$ cat config.mk
export PLATFORM = sky130hd
export DESIGN_NAME = longest_distinct_run_length_flat
export DESIGN_NICKNAME = d
export VERILOG_FILES = /design/src/ldrl_pkg.sv /design/src/ldrl_if.sv /design/src/ldrl_pos_ram.sv /design/src/longest_distinct_run_length.sv /design/src/flat_wrapper.sv
export VERILOG_INCLUDE_DIRS = /design/src /design/src/src
export SDC_FILE = /design/constraint.sdc
export NUM_CORES = 2
export LEC_CHECK = 0
export ABC_CLOCK_PERIOD_IN_PS = 20700
export CAP_MARGIN = 20
export CORE_ASPECT_RATIO = 0.5
export CORE_MARGIN = 5
export CORE_UTILIZATION = 60
export DETAILED_ROUTE_END_ITERATION = 6
export DONT_BUFFER_PORTS = 1
export PLACE_DENSITY_LB_ADDON = 0.08
export SETUP_SLACK_MARGIN = 0.3
export SLEW_MARGIN = 10
export SYNTH_ARGS = -nofsm -noshare
export SYNTH_HDL_FRONTEND = slang
export SYNTH_SLANG_ARGS = --single-unit
$ cat constraint.sdc
create_clock -name clk -period 20.7 [get_ports clk]
set_input_delay 1.035 -clock clk [delete_from_list [all_inputs] [get_ports clk]]
set_output_delay 1.035 -clock clk [all_outputs]
set_load 0.03 [all_outputs]
$ cat src/longest_distinct_run_length_assert.svh
// Assertion macros shared by the RTL. They use the clk and rst_n of the
// module that expands them.
`ifndef LONGEST_DISTINCT_RUN_LENGTH_ASSERT_SVH
`define LONGEST_DISTINCT_RUN_LENGTH_ASSERT_SVH

// Same-cycle implication.
`define LDRL_ASSERT_IMPL(label, ante, cons, msg) \
  label: assert property (@(posedge clk) disable iff (!rst_n) (ante) |-> (cons)) \
    else $error(msg);

// Next-cycle implication.
`define LDRL_ASSERT_NEXT(label, ante, cons, msg) \
  label: assert property (@(posedge clk) disable iff (!rst_n) (ante) |=> (cons)) \
    else $error(msg);

`endif

$ cat src/ldrl_pkg.sv
package ldrl_pkg;

  // Width of one input character.
  localparam int CODE_W = 8;

  // Width of the reported run length.
  localparam int LEN_W = 17;

endpackage

$ cat src/ldrl_if.sv
interface ldrl_in_if;
  logic                        valid;
  logic                        ready;
  logic [ldrl_pkg::CODE_W-1:0] char_code;
  logic                        last_char;

  modport source (output valid, output char_code, output last_char, input ready);
  modport sink (input valid, input char_code, input last_char, output ready);
endinterface

interface ldrl_out_if;
  logic                       valid;
  logic                       ready;
  logic [ldrl_pkg::LEN_W-1:0] longest_length;
  logic                       too_long;

  modport source (output valid, output longest_length, output too_long, input ready);
  modport sink (input valid, input longest_length, input too_long, output ready);
endinterface

$ cat src/ldrl_pos_ram.sv
module ldrl_pos_ram #(
  parameter int DEPTH = 256,
  parameter int AW    = 8,
  parameter int DW    = 16
) (
  input  logic          clk,
  input  logic          wr_en,
  input  logic [AW-1:0] wr_addr,
  input  logic [DW-1:0] wr_data,
  input  logic          rd_en,
  input  logic [AW-1:0] rd_addr,
  output logic [DW-1:0] rd_data
);

  logic [DW-1:0] mem [DEPTH];
  logic [DW-1:0] rd_data_r;

  // Read returns the old contents when the same entry is written in the
  // same cycle; the caller forwards around that.
  always_ff @(posedge clk) begin
    if (wr_en) begin
      mem[wr_addr] <= wr_data;
    end
    if (rd_en) begin
      rd_data_r <= mem[rd_addr];
    end
  end

  assign rd_data = rd_data_r;

endmodule

$ cat src/longest_distinct_run_length.sv
// Result: the last character moves from the stage-1 register to the output
// register, where its result stays until it is taken. Throughput: one character
// per cycle, set by the single read-modify-write stage on the position table with
// the previous write forwarded; a last character waits while a result is untaken.
// Reset: clears the valid marks, window, position, best length and handshake
// state at once; the position table itself is never cleared.
`include "longest_distinct_run_length_assert.svh"

module longest_distinct_run_length #(
  parameter int MAX_LEN       = 65536,
  parameter int ALPHABET_SIZE = 256
) (
  input logic        clk,
  input logic        rst_n,
  ldrl_in_if.sink    in_ch,
  ldrl_out_if.source out_ch
);

  localparam int AW     = $clog2(ALPHABET_SIZE);
  localparam int PW     = $clog2(MAX_LEN + 1);
  localparam int SW     = $clog2(MAX_LEN);
  localparam int CODE_N = 2 ** ldrl_pkg::CODE_W;

  // Character codes folded into the alphabet, built at elaboration.
  logic [AW-1:0] code_mod [CODE_N];

  for (genvar g = 0; g < CODE_N; g++) begin : g_code_mod
    assign code_mod[g] = AW'(g % ALPHABET_SIZE);
  end

  logic                     in_ready;
  logic                     in_acc;
  logic [AW-1:0]            in_code;

  logic                     s1_valid_r, s1_valid_nxt;
  logic [AW-1:0]            s1_code_r;
  logic                     s1_last_r;
  logic                     s1_adv;

  logic [ALPHABET_SIZE-1:0] seen_r, seen_nxt;
  logic [SW-1:0]            ws_r, ws_nxt;
  logic [PW-1:0]            pos_r, pos_nxt;
  logic [PW-1:0]            best_r, best_nxt;
  logic                     ovf_r, ovf_nxt;

  logic                     fwd_valid_r;
  logic [AW-1:0]            fwd_code_r;
  logic [SW-1:0]            fwd_pos_r;

  logic [SW-1:0]            rd_data;
  logic                     wr_en;

  logic                     in_range;
  logic [SW-1:0]            prev_pos;
  logic                     repeat_hit;
  logic [SW-1:0]            ws_item;
  logic [PW-1:0]            run_len;
  logic [PW-1:0]            best_item;

  logic                     out_valid_r, out_valid_nxt;
  logic [ldrl_pkg::LEN_W-1:0] out_len_r;
  logic                     out_too_long_r;

  assign in_code  = code_mod[in_ch.char_code];
  assign s1_adv   = s1_valid_r && (!s1_last_r || !out_valid_r || out_ch.ready);
  assign in_ready = !s1_valid_r || s1_adv;
  assign in_acc   = in_ch.valid && in_ready;

  assign in_range = pos_r < PW'(MAX_LEN);
  assign wr_en    = s1_adv && in_range;

  ldrl_pos_ram #(
    .DEPTH (ALPHABET_SIZE),
    .AW    (AW),
    .DW    (SW)
  ) u_pos_ram (
    .clk     (clk),
    .wr_en   (wr_en),
    .wr_addr (s1_code_r),
    .wr_data (pos_r[SW-1:0]),
    .rd_en   (in_acc),
    .rd_addr (in_code),
    .rd_data (rd_data)
  );

  always_comb begin
    // The last write may have landed in the same cycle as this item's read.
    prev_pos   = (fwd_valid_r && fwd_code_r == s1_code_r) ? fwd_pos_r : rd_data;
    repeat_hit = seen_r[s1_code_r] && (prev_pos >= ws_r);
    ws_item    = repeat_hit ? SW'(prev_pos + SW'(1)) : ws_r;
    run_len    = PW'(pos_r + PW'(1) - PW'(ws_item));
    best_item  = (run_len > best_r) ? run_len : best_r;

    s1_valid_nxt  = in_acc ? 1'b1 : (s1_adv ? 1'b0 : s1_valid_r);
    seen_nxt      = seen_r;
    ws_nxt        = ws_r;
    pos_nxt       = pos_r;
    best_nxt      = best_r;
    ovf_nxt       = ovf_r;
    out_valid_nxt = out_valid_r && !out_ch.ready;

    if (s1_adv) begin
      if (s1_last_r) begin
        seen_nxt      = '0;
        ws_nxt        = '0;
        pos_nxt       = '0;
        best_nxt      = '0;
        ovf_nxt       = 1'b0;
        out_valid_nxt = 1'b1;
      end else if (in_range) begin
        seen_nxt[s1_code_r] = 1'b1;
        ws_nxt              = ws_item;
        pos_nxt             = PW'(pos_r + PW'(1));
        best_nxt            = best_item;
      end else begin
        ovf_nxt = 1'b1;
      end
    end
  end

  always_ff @(posedge clk) begin
    if (!rst_n) begin
      s1_valid_r  <= 1'b0;
      seen_r      <= '0;
      ws_r        <= '0;
      pos_r       <= '0;
      best_r      <= '0;
      ovf_r       <= 1'b0;
      fwd_valid_r <= 1'b0;
      out_valid_r <= 1'b0;
    end else begin
      s1_valid_r  <= s1_valid_nxt;
      seen_r      <= seen_nxt;
      ws_r        <= ws_nxt;
      pos_r       <= pos_nxt;
      best_r      <= best_nxt;
      ovf_r       <= ovf_nxt;
      out_valid_r <= out_valid_nxt;
      if (wr_en) begin
        fwd_valid_r <= 1'b1;
      end
    end
  end

  always_ff @(posedge clk) begin
    if (in_acc) begin
      s1_code_r <= in_code;
      s1_last_r <= in_ch.last_char;
    end
    if (wr_en) begin
      fwd_code_r <= s1_code_r;
      fwd_pos_r  <= pos_r[SW-1:0];
    end
    if (s1_adv && s1_last_r) begin
      out_len_r      <= in_range ? ldrl_pkg::LEN_W'(best_item)
                                 : ldrl_pkg::LEN_W'(best_r);
      out_too_long_r <= ovf_r || !in_range;
    end
  end

  assign in_ch.ready           = in_ready;
  assign out_ch.valid          = out_valid_r;
  assign out_ch.longest_length = out_len_r;
  assign out_ch.too_long       = out_too_long_r;

  `LDRL_ASSERT_IMPL(a_rslt_from_last, $rose(out_valid_r), $past(s1_valid_r && s1_last_r),
    "Result appeared without a last character")
  `LDRL_ASSERT_IMPL(a_ws_le_pos, 1'b1, PW'(ws_r) <= pos_r,
    "Window start is past the current position")
  `LDRL_ASSERT_IMPL(a_best_le_pos, 1'b1, best_r <= pos_r,
    "Best length exceeds the characters taken")
  `LDRL_ASSERT_NEXT(a_clear_on_last, s1_adv && s1_last_r,
    pos_r == '0 && best_r == '0 && seen_r == '0 && !ovf_r,
    "String state not cleared after the last character")

endmodule

$ cat src/flat_wrapper.sv
// flat-port wrapper written by rule: the top's interface ports become plain ports
module longest_distinct_run_length_flat 
#(
  parameter int MAX_LEN       = 65536,
  parameter int ALPHABET_SIZE = 256
)
  (clk, rst_n, in_ch_valid, in_ch_char_code, in_ch_last_char, in_ch_ready, out_ch_valid, out_ch_longest_length, out_ch_too_long, out_ch_ready);
  ldrl_in_if in_ch_i ();
  ldrl_out_if out_ch_i ();
  input logic clk;
  input logic rst_n;
  input wire logic [$bits(in_ch_i.valid)-1:0] in_ch_valid;
  input wire logic [$bits(in_ch_i.char_code)-1:0] in_ch_char_code;
  input wire logic [$bits(in_ch_i.last_char)-1:0] in_ch_last_char;
  output wire logic [$bits(in_ch_i.ready)-1:0] in_ch_ready;
  output wire logic [$bits(out_ch_i.valid)-1:0] out_ch_valid;
  output wire logic [$bits(out_ch_i.longest_length)-1:0] out_ch_longest_length;
  output wire logic [$bits(out_ch_i.too_long)-1:0] out_ch_too_long;
  input wire logic [$bits(out_ch_i.ready)-1:0] out_ch_ready;
  assign in_ch_i.valid = in_ch_valid;
  assign in_ch_i.char_code = in_ch_char_code;
  assign in_ch_i.last_char = in_ch_last_char;
  assign in_ch_ready = in_ch_i.ready;
  assign out_ch_valid = out_ch_i.valid;
  assign out_ch_longest_length = out_ch_i.longest_length;
  assign out_ch_too_long = out_ch_i.too_long;
  assign out_ch_i.ready = out_ch_ready;
  longest_distinct_run_length #(.MAX_LEN(MAX_LEN), .ALPHABET_SIZE(ALPHABET_SIZE)) u_core (.clk(clk), .rst_n(rst_n), .in_ch(in_ch_i), .out_ch(out_ch_i));
endmodule
==> impl_summary.txt <==
----------------------------------------------------
[Status]
  Status ... finished with violations
  Failing checks ... max-slew violations

[Die]
  Core box area ... 287000 µm²
  Full die area ... ~300000 µm²
  Starting density of the core ... 60.2%
  Number of I/O pins ... 33
  Die X ... approximately 770 µm
  Standard-cell row count ... around 140
  Floorplan die height ... 390 µm

[Layout]
  Footprint of the flip-flops and latches ... approximately 130000 µm²
  Fraction of final layout cells with drive strength greater than 1 ... slightly below 30%
  Layout overhead on the synthesized area ... 11.1%
  Count of non-filler cells in the finished layout ... between 10000 and 15000
  Commonest non-fill, non-tap cell in the layout ... sky130_fd_sc_hd__edfxtp_1
  Fill cell instance count of the final layout ... between 15000 and 20000
  Area occupied by multi-input gates ... just under 40000 µm²
  Commonest non-fill, non-tap cells in the layout ... 4163 x sky130_fd_sc_hd__edfxtp_1, 1403 x sky130_fd_sc_hd__mux4_2, 503 x sky130_fd_sc_hd__nor2_1
  Final #Nets ... between 8000 and 9000

[Timing]
  Setup slack of the critical path after layout ... between 10 and 15 ns
  Max Clk Rate ... around 110 MHz
  Worst hold slack after final layout ... ~0.23 ns
  Final Hold Vio Count ... 0
  Final setup TNS ... 0 ns
  Clock Skew ... approximately 0.079 ns
  Worst Tran Pin Value ... about 1.6 ns
  Final period demand of the worst path ... between 9 and 10 ns
  RSZ-0062 raised after global routing ... false
  Max transition margin ... -5.17%
  Final period util ... 45.9%
  Final Max Tran Viols ... between 60 and 70
  Number of failing setup endpoints in the final timing report ... 0

[Clock tree]
  H-Tree Depth ... 5
  Clock network latency to the later pin of the worst-skew pair ... about 0.96 ns
  Clock-pin slew on the worst setup and hold paths ... roughly 0.07 ns
  Clock tree buffer depth ... 4
  Number of buffers inserted during clock tree synthesis ... about 380
  # resized after CTS ... 0
  Post-cts hold buffer count ... 0
  TritonCTS clock tree ... yes
  CTS root buf ... sky130_fd_sc_hd__clkbuf_16
  Post-CTS setup repair buffer count ... 0
  Clk sinks ... around 4500

[Worst setup path]
  Signal arrival time at the worst endpoint ... approximately 10 ns
  Crit-path max cell delay ... 1.03 ns
  Crit path capture ... u_core.out_ch.longest_length[15]
  Critical path class ... register to register
  Cell depth of the worst flop-to-flop path ... 33
  Start of the worst register-to-register path ... u_core.s1_code_r[2]
  Data required time at the worst endpoint ... roughly 21 ns
  Critical path capture point type ... register
  Library cell contributing the largest single delay on the critical path ... sky130_fd_sc_hd__edfxtp_1
  Launching element type of the critical path ... register
  Highest net fanout along the worst path ... 29
  End of the worst register-to-register path ... u_core.out_ch.longest_length[15]
  Critical path origin ... u_core.s1_code_r[2]
  Most used cell along the critical path ... sky130_fd_sc_hd__a21oi_1
  Internal reg-to-reg setup slack ... roughly 11 ns

[Routing]
  Routed wirelength normalized by instance count ... 35.2 µm
  Overall routed net length ... approximately 430000 µm
  Starting DRC count in detailed routing ... approximately 12000
  Number of vias after detailed routing ... between 80000 and 90000
  Drt first pass iters ... 6
  Avg Vias per Cell ... between 6 and 7
  DRC Markers ... 0
  Count of nets left with antenna violations after detail routing ... 0

[GRT]
  Total congestion overflow after global routing ... 0
  Pin count of the biggest net entering global routing ... between 200 and 300
  Global-route wire length before repair ... a little over 600000 µm
  Total global-route track usage ... 28.9%
  Number of global-route vias before repair ... 83000
  Number of antenna violations at the first check in global routing ... 27

[Placed design]
  Total placed cells including tap cells ... approximately 12000
  Routability congestion estimate ... approximately 0.85
  Port Buffer Count ... 0
  Detailed placement HPWL ... 242000 µm
  Placement Setup Slack ... about 11 ns

[Pwr]
  Worst-case vdd ir drop ... between 70 and 80 µV
  Total Power Consumption ... roughly 17000 µW
  Leak pwr ... approximately 0.054 µW
  Total power density per cell area ... 91.1 nW/µm²

[Flow run]
  Max-capacitance violation count ... 0

[Hold path]
  Worst hold-check path type ... input port to register

[Synth]
  Part of the Yosys area used for sequential elements ... between 70 and 80%
  Mapped Nets ... ~7900
  Synth Instances ... between 7000 and 8000
  Ys async rst share ... 0%
  Synth cell types ... 58
  Syn. warnings ... 0
  Post-synthesis register bit count ... 4473
  Number of flops mapped to enable cells by yosys ... 4163
  Post-synth design cell area ... approximately 170000 µm²
  Synth Area per Inst ... 22.1 µm²
  Most used DFF post-synth ... sky130_fd_sc_hd__edfxtp_1

----------------------------------------------------
[stage by stage]
| step | area [µm²] | util [%] |
|---|---|---|
| after detailed placement | 179000 | 62.5 |
| final | 192000 | 66.9 |
| after CTS | 192000 | 66.8 |
| after global routing | 192000 | 66.9 |
| after global placement | 179000 | 62.3 |
| after floorplan | 173000 | - |
[report_power, final]
group / internal (µW) / switching [µW]
logic: 208 / 279
clock network: 4010 / 3220
registers: 9760 / 20.0
[cell type report]
class / count / area share (%)
sequential: 4473 / 68.4
multi-input combinational: 2837 / 20.7
clock buffer: 459 / 5.24
tap: 3807 / 2.48
timing repair buffer: 392 / 1.93
clock inverter: 219 / 1.18
inverter: 46 / 0.0899
antenna: 4 / 0.00521
[flip-flops by register name (all words and copies together) (netlist names), 8 cells and up]
register                      cells
u_core.fwd_pos_r                 16
u_core.ws_r                      16
u_core.u_pos_ram.mem           4096
u_core.pos_r                     17
u_core.best_r                    17
u_core.u_pos_ram.rd_data         16
u_core.s1_code_r                  8
u_core.seen_r                   256
u_core.out_ch.longest_length     17
u_core.fwd_code_r                 8
[synthesized netlist by cell type (all sizes together) (4+ instances only)]
library cell | count | area share, %
edfxtp | 4163 | 72
mux4 | 1409 | 18
nor2 | 584 | 1.3
dfxtp | 310 | 3.6
a21oi | 288 | 0.83
clkbuf | 277 | 0.60
buf | 184 | 0.56
nand2 | 89 | 0.19
ha | 51 | 0.37
inv | 46 | 0.10
o21ai | 44 | 0.13
a22oi | 36 | 0.16
mux2 | 36 | 0.23
xnor2 | 33 | 0.17
a22o | 30 | 0.15
nand3 | 30 | 0.087
nor2b | 28 | 0.10
mux2i | 23 | 0.13
nor3 | 22 | 0.067
a21o | 18 | 0.078
xor2 | 16 | 0.081
and3 | 14 | 0.051
o22ai | 13 | 0.047
and2 | 10 | 0.036
nand4 | 10 | 0.036
nand2b | 7 | 0.025
o21a | 7 | 0.030
nor4 | 5 | 0.018
a21boi | 4 | 0.020
o211ai | 4 | 0.017
[worst max-delay path, delay by kind of cell (launching register included)]
family,cells,cell delay (ns)
simple gates,6,2.21
xor+xnor,2,0.50
flops,1,1.03
compound gates,17,2.99
mux,3,1.12
fa+ha+maj,3,0.90
buf+inv,2,0.44
[cells by family (layout without fill, tap and decap cells)]
logic type	count (synthesis)	in the layout	share of synthesized area [%]
AOI/OAI and AO/OA	460	460	1.54
xor gates and xnor gates	49	49	0.248
adders and majority gates	52	52	0.381
buffers and inverters	507	1116	1.26
DFF	4473	4473	75.9
muxes	1468	1468	18.7
other	0	4	0
and+or+nand+nor	808	808	1.92
[worst min path at each step]
stage,from,endpoint,cells past startpoint
after detailed placement,u_core.seen_r[190],u_core.seen_r[190],2
after CTS,in_ch_last_char,u_core.s1_last_r,0
after global routing,in_ch_last_char,u_core.s1_last_r,0
final,in_ch_last_char,u_core.s1_last_r,0
after global placement,u_core.seen_r[249],u_core.seen_r[249],2
after floorplan,u_core.s1_code_r[4],u_core.fwd_code_r[4],0
[metal layers]
layer  track usage, %  share of wire (%)  vias to the layer above
met5                0             0.0088                        -
met4             7.82                2.9                        6
met3             6.75                 11                      724
met2             43.6                 46                     4865
met1             43.6                 40                    44900
li1                 -                  -                    33300
Note: power is estimated with default switching activity, not from simulation.
